[config.mk]
export PLATFORM = sky130hd
export DESIGN_NAME = bf5_out_fifo
export DESIGN_NICKNAME = d
export VERILOG_FILES = /design/src/sv/bf5_pkg.sv /design/src/sv/bf5_out_fifo.sv
export SDC_FILE = /design/constraint.sdc
export NUM_CORES = 1
export LEC_CHECK = 0
export BUFFER_PORTS_ARGS = -buffer_cell sky130_fd_sc_hd__buf_4
export CELL_PAD_IN_SITES_DETAIL_PLACEMENT = 0
export CELL_PAD_IN_SITES_GLOBAL_PLACEMENT = 1
export CORE_ASPECT_RATIO = 1.1
export CORE_UTILIZATION = 40
export CTS_BUF_LIST = sky130_fd_sc_hd__clkbuf_8
export CTS_CLUSTER_SIZE = 20
export DETAILED_ROUTE_END_ITERATION = 16
export PLACE_DENSITY = 0.58
export SYNTH_ARGS = -nofsm -noshare
export SYNTH_HDL_FRONTEND = slang
export SYNTH_SLANG_ARGS = --single-unit
export TNS_END_PERCENT = 30
[constraint.sdc]
create_clock -name clk -period 3.4 [get_ports clk]
set_input_delay 0.51 -clock clk [delete_from_list [all_inputs] [get_ports clk]]
set_output_delay 0.51 -clock clk [all_outputs]
set_load 0.01 [all_outputs]
[src/sv/bf5_pkg.sv]
`default_nettype none

package bf5_pkg;

  // Defaults for the top-level parameters.
  localparam int MAX_WIDTH_DEF = 2048;
  localparam int WINDOW_DEF    = 5;

  // Fixed field widths.
  localparam int PIX_W   = 8;
  localparam int CFG_W   = 12;
  localparam int COORD_W = 11;
  localparam int CSUM_W  = 11;

  localparam int PIX_MAX  = (1 << PIX_W) - 1;
  localparam int FW_RESET = 640;

  // Output queue.
  localparam int OUT_DEPTH = 8;
  localparam int OUT_PTR_W = $clog2(OUT_DEPTH);
  localparam int OUT_CNT_W = $clog2(OUT_DEPTH + 1);

  localparam logic [COORD_W-1:0] ROW_MAX = '1;

  typedef struct packed {
    logic [PIX_W-1:0]   mean_value;
    logic [COORD_W-1:0] center_row;
    logic [COORD_W-1:0] center_col;
  } bf5_result_t;

  typedef struct packed {
    logic rd_en;
    logic wr_en;
  } bf5_mem_ctl_t;

  typedef struct packed {
    logic valid;
    logic clear;
  } bf5_col_ctl_t;

endpackage

`default_nettype wire

[src/sv/bf5_out_fifo.sv]
`default_nettype none

// Small result queue in front of the output channel.
module bf5_out_fifo (
  input  wire logic                            clk,
  input  wire logic                            rst_n,
  input  wire logic                            push,
  input  wire bf5_pkg::bf5_result_t            push_data,
  input  wire logic                            pop,
  output bf5_pkg::bf5_result_t                 head,
  output logic                                 not_empty,
  output logic [bf5_pkg::OUT_CNT_W-1:0]        count
);

  bf5_pkg::bf5_result_t                 mem_r [bf5_pkg::OUT_DEPTH];
  logic [bf5_pkg::OUT_PTR_W-1:0]        wr_ptr_r;
  logic [bf5_pkg::OUT_PTR_W-1:0]        rd_ptr_r;
  logic [bf5_pkg::OUT_CNT_W-1:0]        count_r;
  logic [bf5_pkg::OUT_CNT_W-1:0]        count_nxt;

  always_comb begin
    count_nxt = count_r;
    if (push && !pop) begin
      count_nxt = count_r + 1'b1;
    end else if (pop && !push) begin
      count_nxt = count_r - 1'b1;
    end
  end

  always_ff @(posedge clk) begin
    if (!rst_n) begin
      wr_ptr_r <= '0;
      rd_ptr_r <= '0;
      count_r  <= '0;
    end else begin
      if (push) begin
        wr_ptr_r <= wr_ptr_r + 1'b1;
      end
      if (pop) begin
        rd_ptr_r <= rd_ptr_r + 1'b1;
      end
      count_r <= count_nxt;
    end
  end

  always_ff @(posedge clk) begin
    if (push) begin
      mem_r[wr_ptr_r] <= push_data;
    end
  end

  assign head      = mem_r[rd_ptr_r];
  assign not_empty = (count_r != '0);
  assign count     = count_r;

endmodule

`default_nettype wire

==> impl_metrics.ini <==
[synthesis]
synth_area_mm2 = 0.00987
synth_seq_cells = 253
syn_inst = 415
yosys_warnings = 0
ys_types = 24
synth_nets = 455
avgSynthCellArea_um2 = 23.8
yosysSeqAreaShare = 0.756

[critical_path]
start_kind = flip-flop
crit_slowest_cell = dfxtp_4
r2r-start = wr_ptr_r[0]
endpoint_kind = primary output
crit_chain = buf_4, mux4_1, mux2_2, buf_4
arrival_ns = 2.58
worstPathRequired_ns = 2.89
slowest_delay_ns = 0.73
crit_path_frequent_cell = buf_4
worstSetupPathType = reg -> out
regToRegSetupSlack_ns = 1.56
crit_fanout = 30

[detailed_routing]
drc = 0
drt_pass1_iterations = 4
final_antenna_net_count = 0
wl_per_cell_um = 22.3
drt-initial-drc-count = 266
vias = 4503
viasPerCell = 5.22
routed_wl_um = 19200

[pwr]
pwr_density_cell_mw_per_mm2 = 573
power.leakage_nw = 4.00
total_power_mw = 6.71
ir_worst_vdd_uv = 342

[cts]
clock_latency_ns = 0.53
clockBufferDepth = 3
htreeDepth = 2
cts.clk_slew.worst_paths_ns = 0.06
root_buffer = clkbuf_8
cts_sinks = 253
cts_resized = 0
post-cts-setup-buffers = 0
postCtsHoldBufs = 0
cts_buffers = 43
cts_tree = yes

[floorplanning]
die_area_mm2 = 0.0253
initial_core_util = 0.413
core_area_mm2 = 0.0239
row_count = 59
ioPinCount = 69
die_h_um = 167
chipWidth_um = 152

[cells_and_area]
syn2layout_area_growth_pct = 18.7
fin_nets = 567
final_layout_size_suffix_gt1_frac = 0.328
layout_commonest_cell = edfxtp_1
final_util = 0.490
final_cell_mix = edfxtp_1 (240), buf_4 (79), mux4_1 (60)
diodes = 0

[timing]
final.setup.tns_ns = 0
slew-limit-headroom = 0.564
hold_viol_final = 0
finalCritPeriodShare = 0.908
finClkSkew_ns = 0.0147
setup_viol = 0
whs_ns = 0.208
setup_ws_ns = 0.313
drv_slew = 0
fin_crit_ns = 3.09
tightest_slew_ns = 0.652
fmax_ghz = 0.324
grt_setup_unrepaired = false

[global_route]
grt_max_degree = 61
grt_usage = 0.160
grt.overflow.total = 0
antenna_found_initial = 0
grt_pass1_wl_um = 29400
grt_pass1_vias = 4894

[placed_design]
place_ws_ns = 0.817
gp_congestion = 0.647
io_buffers = 68
hpwl_um = 10600

[job]
drv_cap = 0

[hold_path]
hold_class = in -> reg
hold_start = push_data[15]

[run_status]
status = completed
[power by group]
| group | switching [mW] | internal (mW) |
|---|---|---|
| sequential | 0.0526 | 3.50 |
| combinational | 0.288 | 0.340 |
| clock | 1.17 | 1.36 |
| total | 1.51 | 5.20 |
[worst max-delay path: cells and delay by family (launching register included)]
kind	cells	cell delay (ns)
DFF	1	0.73
muxes	2	0.86
buffers and inverters	2	0.45
[registers in the layout, summed over array words and instances (netlist names), named ones only]
| name | flops |
|---|---|
| rd_ptr_r | 3 |
| mem_r | 240 |
| wr_ptr_r | 3 |
| count | 4 |
[cell usage after synthesis]
cell type | number | area (um2)
buf_6 | 7 | 78.8
nor2_1 | 7 | 26.3
mux4_1 | 60 | 1580
or4_1 | 1 | 7.51
inv_1 | 2 | 7.51
nor3_1 | 2 | 10.0
nand2_1 | 6 | 22.5
nor2b_1 | 3 | 18.8
dfxtp_1 | 13 | 260
and2_1 | 7 | 43.8
o21ai_0 | 1 | 5.00
edfxtp_1 | 240 | 7210
xnor2_1 | 4 | 35.0
nand3_1 | 1 | 5.00
a21oi_1 | 1 | 5.00
mux2i_1 | 4 | 40.0
ha_1 | 5 | 62.6
mux2_2 | 30 | 338
fa_1 | 1 | 20.0
clkbuf_1 | 12 | 45.0
xor2_1 | 2 | 17.5
a211oi_1 | 1 | 7.51
nand2b_1 | 4 | 25.0
a31oi_1 | 1 | 6.26
[stage by stage]
step	instances	cell area, um2
floorplan	415	9870
global route	863	11700
finish	863	11700
CTS	863	11700
global placement	787	10900
detailed placement	787	10900
[cell families after synthesis]
logic type	synth area share
simple gates	0.0161
fa+ha+maj	0.00837
buf+inv	0.0133
xor+xnor	0.00532
compound gates	0.00241
mux	0.198
flops	0.756
[metal layers]
| metal | routed length (um) | vias up | GRT usage |
|---|---|---|---|
| li1 | - | 2027 | - |
| met1 | 8350 | 2350 | 0.210 |
| met2 | 9760 | 102 | 0.262 |
| met3 | 793 | 24 | 0.0370 |
| met4 | 299 | 0 | 0.0521 |
| met5 | 0 | - | 0 |
[final cells by class]
class	instances	area, um2
inverters	2	7.51
multi-input cells	141	2330
clock inverters	32	191
clock buffers	44	606
well taps	305	382
repair buffers	86	733
fillers	2024	12200
flip-flops and latches	253	7470
[worst paths after layout]
kind	to	cells past startpoint
worst min register to register	count[3]	2
worst max register to register	mem_r[5][6]	3
worst max-delay path	head[2]	4
worst min-delay path	mem_r[6][15]	1
Note: power is estimated with default switching activity, not from simulation.
