==> src/sv/bf5_pkg.sv <==
`default_nettype none

package bf5_pkg;

  // Defaults for the top-level parameters.
  localparam int MAX_WIDTH_DEF = 2048;
  localparam int WINDOW_DEF    = 5;

  // Fixed field widths.
  localparam int PIX_W   = 8;
  localparam int CFG_W   = 12;
  localparam int COORD_W = 11;
  localparam int CSUM_W  = 11;

  localparam int PIX_MAX  = (1 << PIX_W) - 1;
  localparam int FW_RESET = 640;

  // Output queue.
  localparam int OUT_DEPTH = 8;
  localparam int OUT_PTR_W = $clog2(OUT_DEPTH);
  localparam int OUT_CNT_W = $clog2(OUT_DEPTH + 1);

  localparam logic [COORD_W-1:0] ROW_MAX = '1;

  typedef struct packed {
    logic [PIX_W-1:0]   mean_value;
    logic [COORD_W-1:0] center_row;
    logic [COORD_W-1:0] center_col;
  } bf5_result_t;

  typedef struct packed {
    logic rd_en;
    logic wr_en;
  } bf5_mem_ctl_t;

  typedef struct packed {
    logic valid;
    logic clear;
  } bf5_col_ctl_t;

endpackage

`default_nettype wire

==> src/sv/bf5_window_sum.sv <==
`default_nettype none

// Holds the last WINDOW column sums and registers their total.
module bf5_window_sum #(
  parameter int WINDOW = bf5_pkg::WINDOW_DEF,
  localparam int TOT_W = $clog2(WINDOW * WINDOW * bf5_pkg::PIX_MAX + 1)
) (
  input  wire logic                        clk,
  input  wire logic                        rst_n,
  input  wire bf5_pkg::bf5_col_ctl_t       ctl,
  input  wire logic [bf5_pkg::CSUM_W-1:0]  col_sum,
  output logic [TOT_W-1:0]                 total_r
);

  logic [bf5_pkg::CSUM_W-1:0] sums_r [WINDOW];
  logic [TOT_W-1:0]           total_nxt;

  always_ff @(posedge clk) begin
    if (!rst_n) begin
      for (int k = 0; k < WINDOW; k++) begin
        sums_r[k] <= '0;
      end
    end else if (ctl.valid) begin
      // A new frame drops the older columns before the shift.
      for (int k = 0; k < WINDOW - 1; k++) begin
        sums_r[k] <= ctl.clear ? '0 : sums_r[k+1];
      end
      sums_r[WINDOW-1] <= col_sum;
    end
  end

  always_comb begin
    total_nxt = '0;
    for (int k = 0; k < WINDOW; k++) begin
      total_nxt = total_nxt + TOT_W'(sums_r[k]);
    end
  end

  always_ff @(posedge clk) begin
    total_r <= total_nxt;
  end

endmodule

`default_nettype wire

==> config.mk <==
export PLATFORM = sky130hd
export DESIGN_NAME = bf5_window_sum
export DESIGN_NICKNAME = d
export VERILOG_FILES = /design/src/sv/bf5_pkg.sv /design/src/sv/bf5_window_sum.sv
export SDC_FILE = /design/constraint.sdc
export NUM_CORES = 1
export LEC_CHECK = 0
export BUFFER_PORTS_ARGS = -buffer_cell sky130_fd_sc_hd__buf_2
export CAP_MARGIN = 20
export CORE_MARGIN = 5
export CORE_UTILIZATION = 40
export DETAILED_ROUTE_END_ITERATION = 8
export HOLD_SLACK_MARGIN = 0.02
export PLACE_DENSITY_LB_ADDON = 0.05
export SLEW_MARGIN = 20
export SYNTH_ARGS = -nofsm -noshare
export SYNTH_HDL_FRONTEND = slang
export SYNTH_SLANG_ARGS = --single-unit
==> constraint.sdc <==
create_clock -name clk -period 3.6 [get_ports clk]
set_input_delay 0.18 -clock clk [delete_from_list [all_inputs] [get_ports clk]]
set_output_delay 0.18 -clock clk [all_outputs]
set_load 0.1 [all_outputs]
==> metrics.md <==
| Metric | Value |
|---|---|
| Status | `completed` |
| Highest routed layer | `met4` |
| # fillers | `between 800 and 900` |
| Fmax | `about 290 MHz` |
| Layout area overhead | `16.8%` |
| Avg Cell Area, Syn | `~12 µm²` |
| Fin Clk Skew | `0.0114 ns` |
| DRC Markers | `0` |
| Worst-path fanout max | `2` |
| DIE HEIGHT | `107 µm` |
| Min-Delay Path Class | `input pin to register` |
| Dpl cells | `a little under 500` |
| WL final | `between 6 and 7 mm` |
| Hold path cells | `2` |
| Most frequent cells in the layout | `inv_1 (90), edfxtp_1 (55), nor3_1 (32)` |
| Wire length on met1 | `~3.8 mm` |
| Rel. slew slack | `51.0%` |
| Clk buf depth | `2` |
| GP Congestion | `around 0.74` |
| #FFs+latches synth | `between 60 and 70` |
| Post-route cell area | `4430 µm²` |
| I/O Pins | `28` |
| Grt total ovfl | `0` |
| Synth cell types | `29` |
| Final Non-Filler Cells | `approximately 500` |
| CTS tree | `built` |
| Die X | `approximately 110 µm` |
| Placed Area | `4130 µm²` |
| Post-CTS Hold Buffers | `0` |
| First-pass GRT wire length | `around 12 mm` |
| Gr usage total | `roughly 14%` |
| Wire per inst | `between 10 and 15 µm` |
| DRT Pass-1 Iters | `4` |
| Die area | `between 10000 and 15000 µm²` |
| Post-Synthesis Cells | `326` |
| Setup WS post-layout | `0.122 ns` |
| YS warnings | `0` |
| H-tree Lvls | `3` |
| Final Hold Viols | `0` |
| CTS clk-pin slew, worst paths | `approximately 0.08 ns` |
| Nets | `between 400 and 500` |
| Commonest non-fill, non-tap cell in the layout | `inv_1` |
| Antenna cells | `0` |
| I/O Buffers | `27` |
| Row count | `35` |
| Critical path arrival | `3.70 ns` |
| Critical Path Source Type | `register` |
| Critical Path RT | `3.82 ns` |
| CTS buffer count | `9` |
| CTS sink count | `68` |
| Hold slack final | `between 0.15 and 0.2 ns` |
| Initial antenna violation count | `0` |
| Highest ir drop seen on vdd | `approximately 0.00046 V` |
| Syn_nets | `around 390` |
| Max-slew violations | `0` |
| R2R depth | `12` |
| Total power | `approximately 3.0 mW` |
| Total leakage power | `between 2 and 2.5 nW` |
| Met2 WL | `~2.8 mm` |
| Vias per cell | `~4.4` |
| Setup WS pre-CTS | `-0.134 ns` |
| CP endpoint kind | `register` |
| Final number of setup-violating endpoints | `0` |
| Crit share post-route | `slightly below 100%` |
| Initial core utilization | `roughly two fifths` |
| Initial drt markers | `95` |
| Slew @ Worst Pin | `~0.74 ns` |
| Hpwl dp | `a little under 5 mm` |
| Core area | `approximately 9200 µm²` |
| Cell area power density | `~670 nW/µm²` |
| Routed wl met3 | `approximately 220 µm` |
| RSZ-0062 raised after global routing | `true` |
| Remaining antenna violation count after routing | `0` |
| Proportion of layout cells with a drive suffix above 1 | `between 20% and 30%` |
| Worst Setup Path Type | `register to register` |
| Mapped cell area | `3790 µm²` |
| Vias after detailed routing | `2215` |
| Clock Latency Late Sink | `between 0.3 and 0.4 ns` |
| Vias in the first global route | `around 2400` |
| Root Driver | `clkbuf_8` |
| Max_cap viols | `0` |
| Sequential fraction of the synthesis area | `between 50% and 60%` |
| Post-route minimum period | `3.48 ns` |
| Largest net degree at the start of global routing | `33` |
-- routing by layer --
metal / up-vias / track usage [%]
met5: - / 0
li1: 1110 / -
met4: 0 / 3.56
met1: 1069 / 21.6
met3: 5 / 3.84
met2: 31 / 18.5
-- through the flow --
stage                     setup TNS, ns  util (%)
after floorplan                       0         -
after global placement          -0.0958      44.7
after detailed placement         -0.134      44.7
after CTS                             0      46.9
after global routing            -0.0217      47.9
final                                 0      47.9
-- power by group --
group / internal (mW) / leakage, nW / switching, mW / total (mW)
registers: 0.964 / 0.718 / 0.0342 / 0.998
logic: 0.399 / 1.21 / 0.978 / 1.38
clock network: 0.313 / 0.0911 / 0.291 / 0.605
total: 1.68 / 2.02 / 1.30 / 2.98
-- repair_timing --
| action | 4_1_cts | 5_1_grt |
|---|---|---|
| pin swaps | 8 | 19 |
| gates resized for setup | 5 | 16 |
| setup endpoints to repair | 3 | 5 |
| setup buffers | 0 | 3 |
-- flip-flops by register name, indices dropped and copies added (netlist names) --
| signal | cells |
|---|---|
| total_r | 13 |
| sums_r | 55 |
-- layout make-up --
type | instances | area (µm²) | share of cell area, %
clock buffers | 10 | 128 | 2.88
clock inverters | 6 | 55.1 | 1.24
inverters | 99 | 372 | 8.40
multi-input cells | 149 | 1560 | 35.2
flip-flops and latches | 68 | 1910 | 43.2
well taps | 129 | 161 | 3.65
repair buffers | 41 | 240 | 5.43
-- critical path: stages, from the launching register on --
cell       delay [ns]
edfxtp_1         0.39
inv_2            0.08
fa_1             0.43
fa_1             0.48
fa_1             0.50
inv_1            0.04
ha_2             0.19
fa_2             0.35
a211oi_2         0.25
o21bai_2         0.14
a2111oi_4        0.32
nor3_2           0.07
xor2_1           0.14
-- cells by family after synthesis --
logic type | synth area share, %
fa+ha+maj | 21.5
compound gates | 4.33
flops | 50.5
xor+xnor | 2.31
simple gates | 10.6
buf+inv | 10.8
-- synth_stat cells --
cell	n	area, µm²
o21bai_1	1	7.51
xnor2_1	7	61.3
a211oi_1	1	7.51
nand3_1	1	5.00
and3_1	12	75.1
a21oi_1	8	40.0
nand4_1	3	18.8
nor3_1	33	165
or3_1	1	6.26
and2_1	15	93.8
o21a_1	1	7.51
ha_1	14	175
a41oi_2	1	16.3
and3_4	1	11.3
a21oi_2	1	8.76
nand2b_1	1	6.26
a2111oi_4	1	27.5
fa_1	32	641
a21o_1	3	22.5
xor2_1	3	26.3
a2111oi_0	1	8.76
dfxtp_1	13	260
nor2_1	3	11.3
edfxtp_1	55	1650
o21ai_0	2	10.0
nand2_1	2	7.51
clkbuf_1	10	37.5
a21boi_1	1	7.51
inv_1	99	372
-- path summary, 6_finish.rpt --
kind / startpoint / endpoint / slack [ns]
setup / recovery: sums_r[0][12]$_SDFFCE_PP0P_ / total_r[9]$_DFF_P_ / 0.12
hold reg to reg: sums_r[0][44]$_SDFFCE_PN0P_ / total_r[0]$_DFF_P_ / 0.52
hold / removal: col_sum[1] / sums_r[0][45]$_SDFFCE_PN0P_ / 0.15
setup reg to reg: sums_r[0][12]$_SDFFCE_PP0P_ / total_r[9]$_DFF_P_ / 0.12
Note: power is estimated with default switching activity, not from simulation.
